$ cat src/design/vie_pkg.sv
// shared types and codes for the instruction execute block
// no dependencies; imported by the ram, the top level and the testbench
package vie_pkg;

   // storage geometry
   localparam int REG_DEPTH  = 16;
   localparam int REG_WIDTH  = 8;
   localparam int MEM_DEPTH  = 256;
   localparam int MEM_WIDTH  = 8;

   // action codes carried in tuser
   localparam logic [1:0] ACT_WRITE = 2'd0;
   localparam logic [1:0] ACT_EXEC  = 2'd1;
   localparam logic [1:0] ACT_READ  = 2'd2;

   // opcodes
   localparam logic [3:0] OP_LOAD_MEM = 4'h1;
   localparam logic [3:0] OP_LOAD_IMM = 4'h2;
   localparam logic [3:0] OP_STORE    = 4'h3;
   localparam logic [3:0] OP_MOVE     = 4'h4;
   localparam logic [3:0] OP_ADD      = 4'h5;
   localparam logic [3:0] OP_OR_ALT   = 4'h6;
   localparam logic [3:0] OP_OR       = 4'h7;
   localparam logic [3:0] OP_AND      = 4'h8;
   localparam logic [3:0] OP_XOR      = 4'h9;
   localparam logic [3:0] OP_ROTATE   = 4'hA;
   localparam logic [3:0] OP_JUMP     = 4'hB;
   localparam logic [3:0] OP_HALT     = 4'hC;

   // one input beat held in the execute stage
   typedef struct packed {
      logic [1:0]  action;
      logic [7:0]  address;
      logic [7:0]  data_byte;
      logic [15:0] instruction;
   } item_type;

   // one result beat, laid out as in rsp_tdata, members listed from the top bit down
   typedef struct packed {
      logic       halted;
      logic [7:0] jump_target;
      logic       jump_taken;
      logic [7:0] read_byte;
   } result_type;

endpackage

$ cat src/design/vole_instruction_execute_top.sv
// top level of the instruction execute block: issue, execute and result queue
// depends on vie_pkg and vie_ram
//
// Usage: each beat on the req channel is one item. req_tuser carries the
// action (write memory byte, execute instruction, read memory byte) and
// req_tdata the address, data byte and 16-bit instruction. Every item gives
// exactly one beat on the rsp channel with the read byte, the jump flag and
// target, and the halt flag, in input order.
// The register file and data memory are read at the accepting edge, and the
// following cycle executes, writes back and loads the result queue, which
// raises rsp_tvalid. Throughput is one item per cycle while the output queue
// has room, set by the single read-modify-write pass through the rams;
// a write by one item is forwarded to the item right behind it.
// Reset clears all registers and memory bytes at once through per-entry
// valid bits; req_tready is low while reset is high, and an item may be sent
// on the first cycle after reset.
// When the receiver stalls, up to three results are held in the output
// queue and req_tready drops once the queued results plus the item in the
// execute stage reach three.
module vole_instruction_execute_top (
   input  logic        clock,
   input  logic        reset,
   input  logic        req_tvalid,
   output logic        req_tready,
   input  logic [31:0] req_tdata,  // address[7:0], data_byte[15:8], instruction[31:16]
   input  logic [1:0]  req_tuser,  // action[1:0]
   output logic        rsp_tvalid,
   input  logic        rsp_tready,
   output logic [23:0] rsp_tdata   // read_byte[7:0], jump_taken[8], jump_target[16:9],
                                   // halted[17], zero fill[23:18]
);
   import vie_pkg::*;

   localparam int RA_W     = $clog2(REG_DEPTH);
   localparam int MA_W     = $clog2(MEM_DEPTH);
   localparam int OQ_DEPTH = 3;

   // ---------------------------------------------------------------- issue
   item_type        req_item;
   logic            req_fire;
   logic [3:0]      req_op;
   logic [RA_W-1:0] req_addr_a;
   logic [RA_W-1:0] req_addr_b;
   logic [MA_W-1:0] req_mem_addr;

   assign req_item.action      = req_tuser;
   assign req_item.address     = req_tdata[7:0];
   assign req_item.data_byte   = req_tdata[15:8];
   assign req_item.instruction = req_tdata[31:16];
   assign req_fire             = req_tvalid & req_tready;
   assign req_op               = req_item.instruction[15:12];

   // port a reads the x register for move and the add, or, and, xor ops, otherwise r
   assign req_addr_a = ((req_op >= OP_MOVE) && (req_op <= OP_XOR)) ?
                       req_item.instruction[7:4] : req_item.instruction[11:8];
   assign req_addr_b = req_item.instruction[3:0];
   assign req_mem_addr = (req_item.action == ACT_EXEC) ?
                         req_item.instruction[7:0] : req_item.address;

   // execute stage registers
   item_type        s1_ff, s1_in;
   logic            s1_valid_ff, s1_valid_in;
   logic [RA_W-1:0] s1_addr_a_ff, s1_addr_a_in;
   logic [RA_W-1:0] s1_addr_b_ff, s1_addr_b_in;
   logic [MA_W-1:0] s1_mem_addr_ff, s1_mem_addr_in;

   assign s1_valid_in    = req_fire;
   assign s1_in          = req_item;
   assign s1_addr_a_in   = req_addr_a;
   assign s1_addr_b_in   = req_addr_b;
   assign s1_mem_addr_in = req_mem_addr;

   always_ff @(posedge clock) begin
      if (reset) begin
         s1_valid_ff <= 1'b0;
      end else begin
         s1_valid_ff <= s1_valid_in;
      end
      s1_ff          <= s1_in;
      s1_addr_a_ff   <= s1_addr_a_in;
      s1_addr_b_ff   <= s1_addr_b_in;
      s1_mem_addr_ff <= s1_mem_addr_in;
   end

   // ---------------------------------------------------------------- memories
   logic                 reg_we;
   logic [RA_W-1:0]      reg_waddr;
   logic [REG_WIDTH-1:0] reg_wdata;
   logic                 mem_we;
   logic [MA_W-1:0]      mem_waddr;
   logic [MEM_WIDTH-1:0] mem_wdata;
   logic [REG_WIDTH-1:0] reg_a_q;
   logic [REG_WIDTH-1:0] reg_b_q;
   logic [MEM_WIDTH-1:0] mem_q;

   // register file kept as two copies to give two read ports
   vie_ram #(.WIDTH(REG_WIDTH), .DEPTH(REG_DEPTH)) u_reg_a (
      .clock   (clock),
      .wr_en   (reg_we),
      .wr_addr (reg_waddr),
      .wr_data (reg_wdata),
      .rd_addr (req_addr_a),
      .rd_data (reg_a_q)
   );

   vie_ram #(.WIDTH(REG_WIDTH), .DEPTH(REG_DEPTH)) u_reg_b (
      .clock   (clock),
      .wr_en   (reg_we),
      .wr_addr (reg_waddr),
      .wr_data (reg_wdata),
      .rd_addr (req_addr_b),
      .rd_data (reg_b_q)
   );

   vie_ram #(.WIDTH(MEM_WIDTH), .DEPTH(MEM_DEPTH)) u_data_store (
      .clock   (clock),
      .wr_en   (mem_we),
      .wr_addr (mem_waddr),
      .wr_data (mem_wdata),
      .rd_addr (req_mem_addr),
      .rd_data (mem_q)
   );

   // valid bits, last write for forwarding, and a shadow copy of register 0
   logic [REG_DEPTH-1:0] reg_vld_ff, reg_vld_in;
   logic [MEM_DEPTH-1:0] mem_vld_ff, mem_vld_in;
   logic                 fwd_reg_valid_ff, fwd_reg_valid_in;
   logic [RA_W-1:0]      fwd_reg_addr_ff, fwd_reg_addr_in;
   logic [REG_WIDTH-1:0] fwd_reg_data_ff, fwd_reg_data_in;
   logic                 fwd_mem_valid_ff, fwd_mem_valid_in;
   logic [MA_W-1:0]      fwd_mem_addr_ff, fwd_mem_addr_in;
   logic [MEM_WIDTH-1:0] fwd_mem_data_ff, fwd_mem_data_in;
   logic [REG_WIDTH-1:0] reg0_ff, reg0_in;

   always_comb begin
      reg_vld_in = reg_vld_ff;
      mem_vld_in = mem_vld_ff;
      reg0_in    = reg0_ff;
      if (reg_we) begin
         reg_vld_in[reg_waddr] = 1'b1;
         if (reg_waddr == RA_W'(0)) begin
            reg0_in = reg_wdata;
         end
      end
      if (mem_we) begin
         mem_vld_in[mem_waddr] = 1'b1;
      end
   end

   assign fwd_reg_valid_in = reg_we;
   assign fwd_reg_addr_in  = reg_waddr;
   assign fwd_reg_data_in  = reg_wdata;
   assign fwd_mem_valid_in = mem_we;
   assign fwd_mem_addr_in  = mem_waddr;
   assign fwd_mem_data_in  = mem_wdata;

   always_ff @(posedge clock) begin
      if (reset) begin
         reg_vld_ff       <= '0;
         mem_vld_ff       <= '0;
         reg0_ff          <= '0;
         fwd_reg_valid_ff <= 1'b0;
         fwd_mem_valid_ff <= 1'b0;
      end else begin
         reg_vld_ff       <= reg_vld_in;
         mem_vld_ff       <= mem_vld_in;
         reg0_ff          <= reg0_in;
         fwd_reg_valid_ff <= fwd_reg_valid_in;
         fwd_mem_valid_ff <= fwd_mem_valid_in;
      end
      fwd_reg_addr_ff <= fwd_reg_addr_in;
      fwd_reg_data_ff <= fwd_reg_data_in;
      fwd_mem_addr_ff <= fwd_mem_addr_in;
      fwd_mem_data_ff <= fwd_mem_data_in;
   end

   // ---------------------------------------------------------------- execute
   logic [REG_WIDTH-1:0] val_a;
   logic [REG_WIDTH-1:0] val_b;
   logic [MEM_WIDTH-1:0] val_m;
   logic [3:0]           s1_op;
   logic [3:0]           s1_r;
   logic [3:0]           s1_y;
   logic [7:0]           s1_xy;
   logic [15:0]          rot_dbl;
   result_type           s1_result;

   assign s1_op = s1_ff.instruction[15:12];
   assign s1_r  = s1_ff.instruction[11:8];
   assign s1_y  = s1_ff.instruction[3:0];
   assign s1_xy = s1_ff.instruction[7:0];

   // operand values: forwarded write, ram data, or zero before first write
   always_comb begin
      if (fwd_reg_valid_ff && (fwd_reg_addr_ff == s1_addr_a_ff)) begin
         val_a = fwd_reg_data_ff;
      end else if (reg_vld_ff[s1_addr_a_ff]) begin
         val_a = reg_a_q;
      end else begin
         val_a = '0;
      end
      if (fwd_reg_valid_ff && (fwd_reg_addr_ff == s1_addr_b_ff)) begin
         val_b = fwd_reg_data_ff;
      end else if (reg_vld_ff[s1_addr_b_ff]) begin
         val_b = reg_b_q;
      end else begin
         val_b = '0;
      end
      if (fwd_mem_valid_ff && (fwd_mem_addr_ff == s1_mem_addr_ff)) begin
         val_m = fwd_mem_data_ff;
      end else if (mem_vld_ff[s1_mem_addr_ff]) begin
         val_m = mem_q;
      end else begin
         val_m = '0;
      end
   end

   // rotate right by the low three bits of y
   assign rot_dbl = {val_a, val_a} >> s1_y[2:0];

   // decode, alu and write-back
   always_comb begin
      s1_result = '0;
      reg_we    = 1'b0;
      reg_waddr = s1_r;
      reg_wdata = '0;
      mem_we    = 1'b0;
      mem_waddr = s1_mem_addr_ff;
      mem_wdata = s1_ff.data_byte;
      unique case (s1_ff.action)
         ACT_WRITE: begin
            mem_we              = 1'b1;
            s1_result.read_byte = s1_ff.data_byte;
         end
         ACT_READ: begin
            s1_result.read_byte = val_m;
         end
         ACT_EXEC: begin
            unique case (s1_op)
               OP_LOAD_MEM: begin
                  reg_we    = 1'b1;
                  reg_wdata = val_m;
               end
               OP_LOAD_IMM: begin
                  reg_we    = 1'b1;
                  reg_wdata = s1_xy;
               end
               OP_STORE: begin
                  mem_we              = 1'b1;
                  mem_wdata           = val_a;
                  s1_result.read_byte = val_a;
               end
               OP_MOVE: begin
                  reg_we    = 1'b1;
                  reg_waddr = s1_y;
                  reg_wdata = val_a;
               end
               OP_ADD: begin
                  reg_we    = 1'b1;
                  reg_wdata = val_a + val_b;
               end
               OP_OR_ALT, OP_OR: begin
                  reg_we    = 1'b1;
                  reg_wdata = val_a | val_b;
               end
               OP_AND: begin
                  reg_we    = 1'b1;
                  reg_wdata = val_a & val_b;
               end
               OP_XOR: begin
                  reg_we    = 1'b1;
                  reg_wdata = val_a ^ val_b;
               end
               OP_ROTATE: begin
                  reg_we    = 1'b1;
                  reg_wdata = rot_dbl[7:0];
               end
               OP_JUMP: begin
                  if (val_a == reg0_ff) begin
                     s1_result.jump_taken  = 1'b1;
                     s1_result.jump_target = s1_xy;
                  end
               end
               OP_HALT: begin
                  s1_result.halted = 1'b1;
               end
               default: begin
               end
            endcase
            if (reg_we) begin
               s1_result.read_byte = reg_wdata;
            end
         end
         default: begin
         end
      endcase
      reg_we = reg_we & s1_valid_ff;
      mem_we = mem_we & s1_valid_ff;
   end

   // ---------------------------------------------------------------- result queue
   result_type q_ff [OQ_DEPTH];
   result_type q_in [OQ_DEPTH];
   logic [1:0] wr_ptr_ff, wr_ptr_in;
   logic [1:0] rd_ptr_ff, rd_ptr_in;
   logic [1:0] count_ff, count_in;
   logic       q_push;
   logic       q_pop;
   logic [2:0] in_flight;

   assign q_push    = s1_valid_ff;
   assign q_pop     = rsp_tvalid & rsp_tready;
   assign in_flight = {1'b0, count_ff} + {2'b00, s1_valid_ff};

   // room for every item already past issue plus this one, none during reset
   assign req_tready = (in_flight < 3'(OQ_DEPTH)) & ~reset;
   assign rsp_tvalid = (count_ff != 2'd0);
   assign rsp_tdata  = {6'b0, q_ff[rd_ptr_ff]};

   always_comb begin
      q_in      = q_ff;
      wr_ptr_in = wr_ptr_ff;
      rd_ptr_in = rd_ptr_ff;
      count_in  = count_ff;
      if (q_push) begin
         q_in[wr_ptr_ff] = s1_result;
         wr_ptr_in = (wr_ptr_ff == 2'(OQ_DEPTH - 1)) ? 2'd0 : wr_ptr_ff + 2'd1;
      end
      if (q_pop) begin
         rd_ptr_in = (rd_ptr_ff == 2'(OQ_DEPTH - 1)) ? 2'd0 : rd_ptr_ff + 2'd1;
      end
      priority if (q_push && !q_pop) begin
         count_in = count_ff + 2'd1;
      end else if (q_pop && !q_push) begin
         count_in = count_ff - 2'd1;
      end
   end

   always_ff @(posedge clock) begin
      if (reset) begin
         wr_ptr_ff <= '0;
         rd_ptr_ff <= '0;
         count_ff  <= '0;
      end else begin
         wr_ptr_ff <= wr_ptr_in;
         rd_ptr_ff <= rd_ptr_in;
         count_ff  <= count_in;
      end
      q_ff <= q_in;
   end

endmodule

$ cat src/design/vie_ram.sv
// generic single write, single read ram with registered read data
// uses vie_pkg for default geometry only
module vie_ram #(
   parameter int WIDTH = vie_pkg::REG_WIDTH,
   parameter int DEPTH = vie_pkg::REG_DEPTH
) (
   input  logic                     clock,
   input  logic                     wr_en,
   input  logic [$clog2(DEPTH)-1:0] wr_addr,
   input  logic [WIDTH-1:0]         wr_data,
   input  logic [$clog2(DEPTH)-1:0] rd_addr,
   output logic [WIDTH-1:0]         rd_data
);
   import vie_pkg::*;

   logic [WIDTH-1:0] mem_ff [DEPTH];
   logic [WIDTH-1:0] rd_data_ff;

   // write port and registered read, read returns the old value on collision
   always_ff @(posedge clock) begin
      if (wr_en) begin
         mem_ff[wr_addr] <= wr_data;
      end
      rd_data_ff <= mem_ff[rd_addr];
   end

   assign rd_data = rd_data_ff;

endmodule

$ cat config.mk
export PLATFORM = sky130hd
export DESIGN_NAME = vole_instruction_execute_top
export DESIGN_NICKNAME = d
export VERILOG_FILES = /design/src/design/vie_pkg.sv /design/src/design/vole_instruction_execute_top.sv /design/src/design/vie_ram.sv
export SDC_FILE = /design/constraint.sdc
export NUM_CORES = 2
export LEC_CHECK = 0
export BUFFER_PORTS_ARGS = -buffer_cell sky130_fd_sc_hd__buf_2
export CAP_MARGIN = 15
export CORE_ASPECT_RATIO = 1.5
export CORE_MARGIN = 2
export CORE_UTILIZATION = 50
export DETAILED_ROUTE_END_ITERATION = 10
export GPL_ROUTABILITY_DRIVEN = 0
export PLACE_DENSITY = 0.76
export REMOVE_ABC_BUFFERS = 1
export SLEW_MARGIN = 0
export SYNTH_ARGS = -nofsm -noshare
export SYNTH_HDL_FRONTEND = slang
export SYNTH_SLANG_ARGS = --single-unit
$ cat constraint.sdc
create_clock -name clock -period 36.9 [get_ports clock]
set_input_delay 7.38 -clock clock [delete_from_list [all_inputs] [get_ports clock]]
set_output_delay 7.38 -clock clock [all_outputs]
set_load 0.02 [all_outputs]
Word level (Yosys, flattened, before mapping). Memory sizes are Yosys's and may differ from the RTL's. A register that Yosys moved wholly into a read port is not among the register bits. Index checks and enable logic that the tools add are counted.

Register bits: 413. Bits in writable memories: 2304. Output and inout port bits: 26. Memories: 3.

Memory list: u_data_store.mem_ff (depth 256, width 8, read ports 1, clocked after Yosys merged registers in 1, write ports 1, line vie_ram.sv:16) `logic [WIDTH-1:0] mem_ff [DEPTH];`; u_reg_a.mem_ff (depth 16, width 8, read ports 1, clocked after Yosys merged registers in 1, write ports 1, line vie_ram.sv:16); u_reg_b.mem_ff (depth 16, width 8, read ports 1, clocked after Yosys merged registers in 1, write ports 1, line vie_ram.sv:16).

Add/subtract/negate cells: 6. $lt $le $gt $ge: 12. Eq/ne operators: 21. Shift-type cells: 1. Muxes and demuxes: 50. Bitwise logic cells: 13. Reduce and logical (&&, ||, !) cells: 18.

Operators with widths (count): $or A256 B256 Y256 (1); $mux W8 (12); $pmux W8 S8 (1); $bwmux W54 (1); $mux W18 (3); $bmux W18 S2 (1); $demux W18 S2 (1); $pmux W8 S3 (1); $eq A4 B4 Y1 const B (5); $mux W9 (2); $eq A4 B3 Y1 const B (4); $eq A8 B8 Y1 (2); $or A16 B16 Y16 (1); $shr A16 B3 Y8 (1); $lt A4 B5 Y1 const B (3); $mux W1 (14); $mux W4 (3); $mux W10 (1); $logic_and A1 B1 Y1 (9); $lt A8 B9 Y1 const B (1); $reduce_or A9 Y1 (1); $add A8 B8 Y8 (1); $and A8 B8 Y8 (1); $bmux W1 S4 (2); 31 further kinds (49).

Logic depth before layout (Yosys ltp).
Depth in word-level cells: 9. Mapped depth: 17. Gate-level depth less buffers: 15.

Cells and area by module. A second synthesis with hierarchy kept.

Cells, all modules: 5981. Area total of the unflattened synthesis: 107531.9 µm².

Modules (own cells, without submodules): vie_ram at u_data_store (instances 1, cells each 3733, area an instance 79556.3 µm², sequential area each 61659.1 µm²); vole_instruction_execute_top (instances 1, cells each 1790, area an instance 17680.7 µm², sequential area each 8728.4 µm²); vie_ram at u_reg_a ... (instances 2, cells each 229, area an instance 5147.4 µm², sequential area each 4003.8 µm²).

Worst setup path after synthesis. Ideal clock, no wire load.

Path kind: input to output. Start point: input reset. End point: output req_tready. Arrival time: 8.117 ns. Data required time: 29.520 ns. Setup slack: 21.403 ns. Cell stages on the path: 2. Path buffers: 1. Cells stage by stage: clkbuf_1 a211oi_1.

Word-level cells in the longest chain between the ends: 2.

RTL lines: start, declared (line vole_instruction_execute_top.sv:22) `input logic reset,`; $not A1 Y1 (line vole_instruction_execute_top.sv:316) `assign req_tready = (in_flight < 3'(OQ_DEPTH)) & ~reset;`; $and A1 B1 Y1 (line vole_instruction_execute_top.sv:316); end, declared (line vole_instruction_execute_top.sv:24) `output logic req_tready,`.

No other way between the ends.

Worst setup path in the final report. Ends and elaborated chain as after synthesis.

==> metrics.cfg <==
[status]
status=finished clean

[finish]
nets=8325
regArea_um2=74600
fillers=16574
mostFrequentLayoutCells=edfxtp_1 (2230), nand2_1 (1619), nor2_1 (725)
stdcell_area_um2=117000
multiInputGateArea_um2=29500
layout-drive-gt1-share_pct=8.55
synthToLayoutAreaGrowth_pct=9.11
final_cell_count_no_fill=11290
final_common_cell=edfxtp_1
utilization_pct=54.9

[clocking]
htree_levels=4
postCtsSetupBuffers=0
cts_tree=done
cts_max_path_buffers=4
cts_root_buffer=clkbuf_16
cts-buffers-inserted=222
ctsHoldBuffers=0
clock_sinks=2609
cts-resized-gates=0
insertion_delay_ns=0.88
path_clk_slew_ns=0.06

[synthesis]
ys.flop_type=edfxtp_1
ys_ff_latch=2609
ys_async_sr_fraction_pct=0
synth_edf_count=2230
syn_avg_cell_area_um2=12.6
yosys_warnings=0
synth.yosys.seq_area_share_pct=69.3
synth_cell_types=82
synth_area_um2=108000
syn_inst=8507

[job]
drv_cap=0

[hold_path]
hold_path_class=reg2reg

[sta]
final-setup-viol-count=0
rsz0062_at_grt=no
post-route-min-period_ns=15.45
clock_skew_ns=0.0584
relSlewSlack_pct=16.0
setup_tns_ns=0
maxSlewViolCount=0
fin_ws_ns=21.45
tightestPinTransition_ns=1.26
max_freq_ghz=0.0647
final-hold-violation-count=0
fin_crit_sh_pct=41.9

[floorplanning]
fp.dieH_um=572
dieArea_um2=219000
start_util_pct=50.3
num_io_pins=64
core_area_um2=214000
dieWidth_um=383
rows=208

[critical_path]
critPathMaxStageDelay_ns=0.27
path_cells=buf_8, a211oi_1, buf_2
cp-start-kind=input port
required_ns=29.52
critPathMaxFanout=28
cp.arrival_ns=8.07
critPathSlowestCell=a211oi_1
end_kind=primary output
crit_type=in2out

[routing]
wirelength_um=299000
routedWlPerCell_um=26.5
drtPass1Iterations=7
post-route-drc-count=0
drtIter0Drc=10024
ant_nets=0
num_vias=72012
routed_via_density=6.38

[grt]
grt_first_pass_wirelength_um=436000
use_met3_pct=5.06
grt_use_total_pct=26.4
grt_use_met2_pct=44.4
grt_pass1_vias=69231
use_met1_pct=30.4
grt-busiest-layer=met2
grt_max_degree=218
antenna_found_initial=18
gr-total-overflow=0

[placement]
dp.cells=10873
placed_cell_area_um2=110000
place_ws_ns=21.45
dpl.hpwl_um=175000
portBuffers=57

[power]
powerDensity_nw_per_um2=51.6
pwr-share-comb_pct=8.3
p_int_mw=4.63
p_leak_nw=38.9
pwr-share-seq_pct=53.4
switching_share_pct=23.6
switching_power_mw=1.43
p_clk_share_pct=38.3
peakVddDrop_v=0.0000498

## synthesized netlist by cell type (19+ instances only)
| cell | n | share of area [%] |
|---|---|---|
| mux4_2 | 131 | 2.7 |
| buf_1 | 59 | 0.21 |
| or4_1 | 24 | 0.17 |
| ha_1 | 19 | 0.22 |
| a311oi_1 | 456 | 3.7 |
| edfxtp_1 | 2230 | 62 |
| inv_1 | 315 | 1.1 |
| nand3_1 | 473 | 2.2 |
| buf_2 | 75 | 0.35 |
| a21oi_1 | 166 | 0.77 |
| o21ai_0 | 85 | 0.40 |
| dfxtp_1 | 379 | 7.1 |
| nor2_1 | 725 | 2.5 |
| a22oi_1 | 25 | 0.17 |
| nor3_1 | 103 | 0.48 |
| nand2_1 | 1620 | 5.7 |
| a31oi_1 | 64 | 0.37 |
| o211ai_1 | 37 | 0.26 |
| xnor2_1 | 19 | 0.15 |
| and3_1 | 26 | 0.15 |
| mux2i_1 | 128 | 1.2 |
| nor2b_1 | 21 | 0.12 |
| a211oi_1 | 554 | 3.9 |
| clkbuf_1 | 507 | 1.8 |
## cell families after synthesis
group | count (synthesis) | synth area share, %
AND/OR/NAND/NOR | 3086 | 11.9
other | 1 | 0.00348
flip-flops | 2609 | 69.3
adder cells (fa/ha/maj) | 20 | 0.240
AO/OA/AOI/OAI | 1517 | 10.7
XOR/XNOR | 33 | 0.290
multiplexers | 266 | 4.05
buffers and inverters | 975 | 3.55
## cell type report
type | instances | share of cell area [%]
multi-input cells | 4928 | 25.1
repair buffers | 188 | 1.26
flip-flops and latches | 2609 | 63.5
diodes | 9 | 0.0192
clock buffers | 286 | 5.09
well taps | 2835 | 3.02
clock inverters | 117 | 0.959
inverters | 318 | 1.03
## power groups by stage
stage	Sequential (mW)	Clock, mW	Combinational [mW]
after global placement	3.30	0	0.474
after detailed placement	3.30	0	0.487
final	3.23	2.32	0.504
after floorplan	3.32	0	0.394
after CTS	3.23	2.33	0.490
after global routing	3.23	2.43	0.528
## critical path, delay by kind of cell
| family | cells | cell delay, ns |
|---|---|---|
| AO/OA/AOI/OAI | 1 | 0.27 |
| buffers and inverters | 2 | 0.38 |
## worst paths after layout
path	slack, ns	end	startpoint	depth (start not counted)
worst max register to register	31.19	u_reg_a.mem_ff[13][4]$_DFFE_PP_	s1_addr_b_ff[0]$_DFF_P_	15
worst min register to register	0.46	mem_vld_ff[174]$_SDFFE_PP0P_	mem_vld_ff[174]$_SDFFE_PP0P_	2
worst min-delay path	0.46	mem_vld_ff[174]$_SDFFE_PP0P_	mem_vld_ff[174]$_SDFFE_PP0P_	2
worst max-delay path	21.45	req_tready	reset	3
## layer usage
metal  vias up  part of all wire, %
met2      4483                   49
met1     35239                   33
met3      1046                  9.9
met5         -                0.037
li1      31226                    -
met4        18                  8.1
## state kept, by name, indices dropped and copies added, names as in the netlist, 16 cells and up
name	cells
u_data_store.mem_ff	2048
reg_vld_ff	16
u_reg_a.mem_ff	128
mem_vld_ff	256
q_ff	54
s1_ff	23
## per-stage QoR
step           hold slack (ns)  power (mW)
2_1_floorplan            0.431        3.72
3_3_place_gp             0.442        3.77
3_5_place_dp             0.452        3.79
4_1_cts                  0.468        6.05
5_1_grt                  0.482        6.19
6_report                 0.464        6.06
No activity file was read; power rests on OpenSTA's default activity.
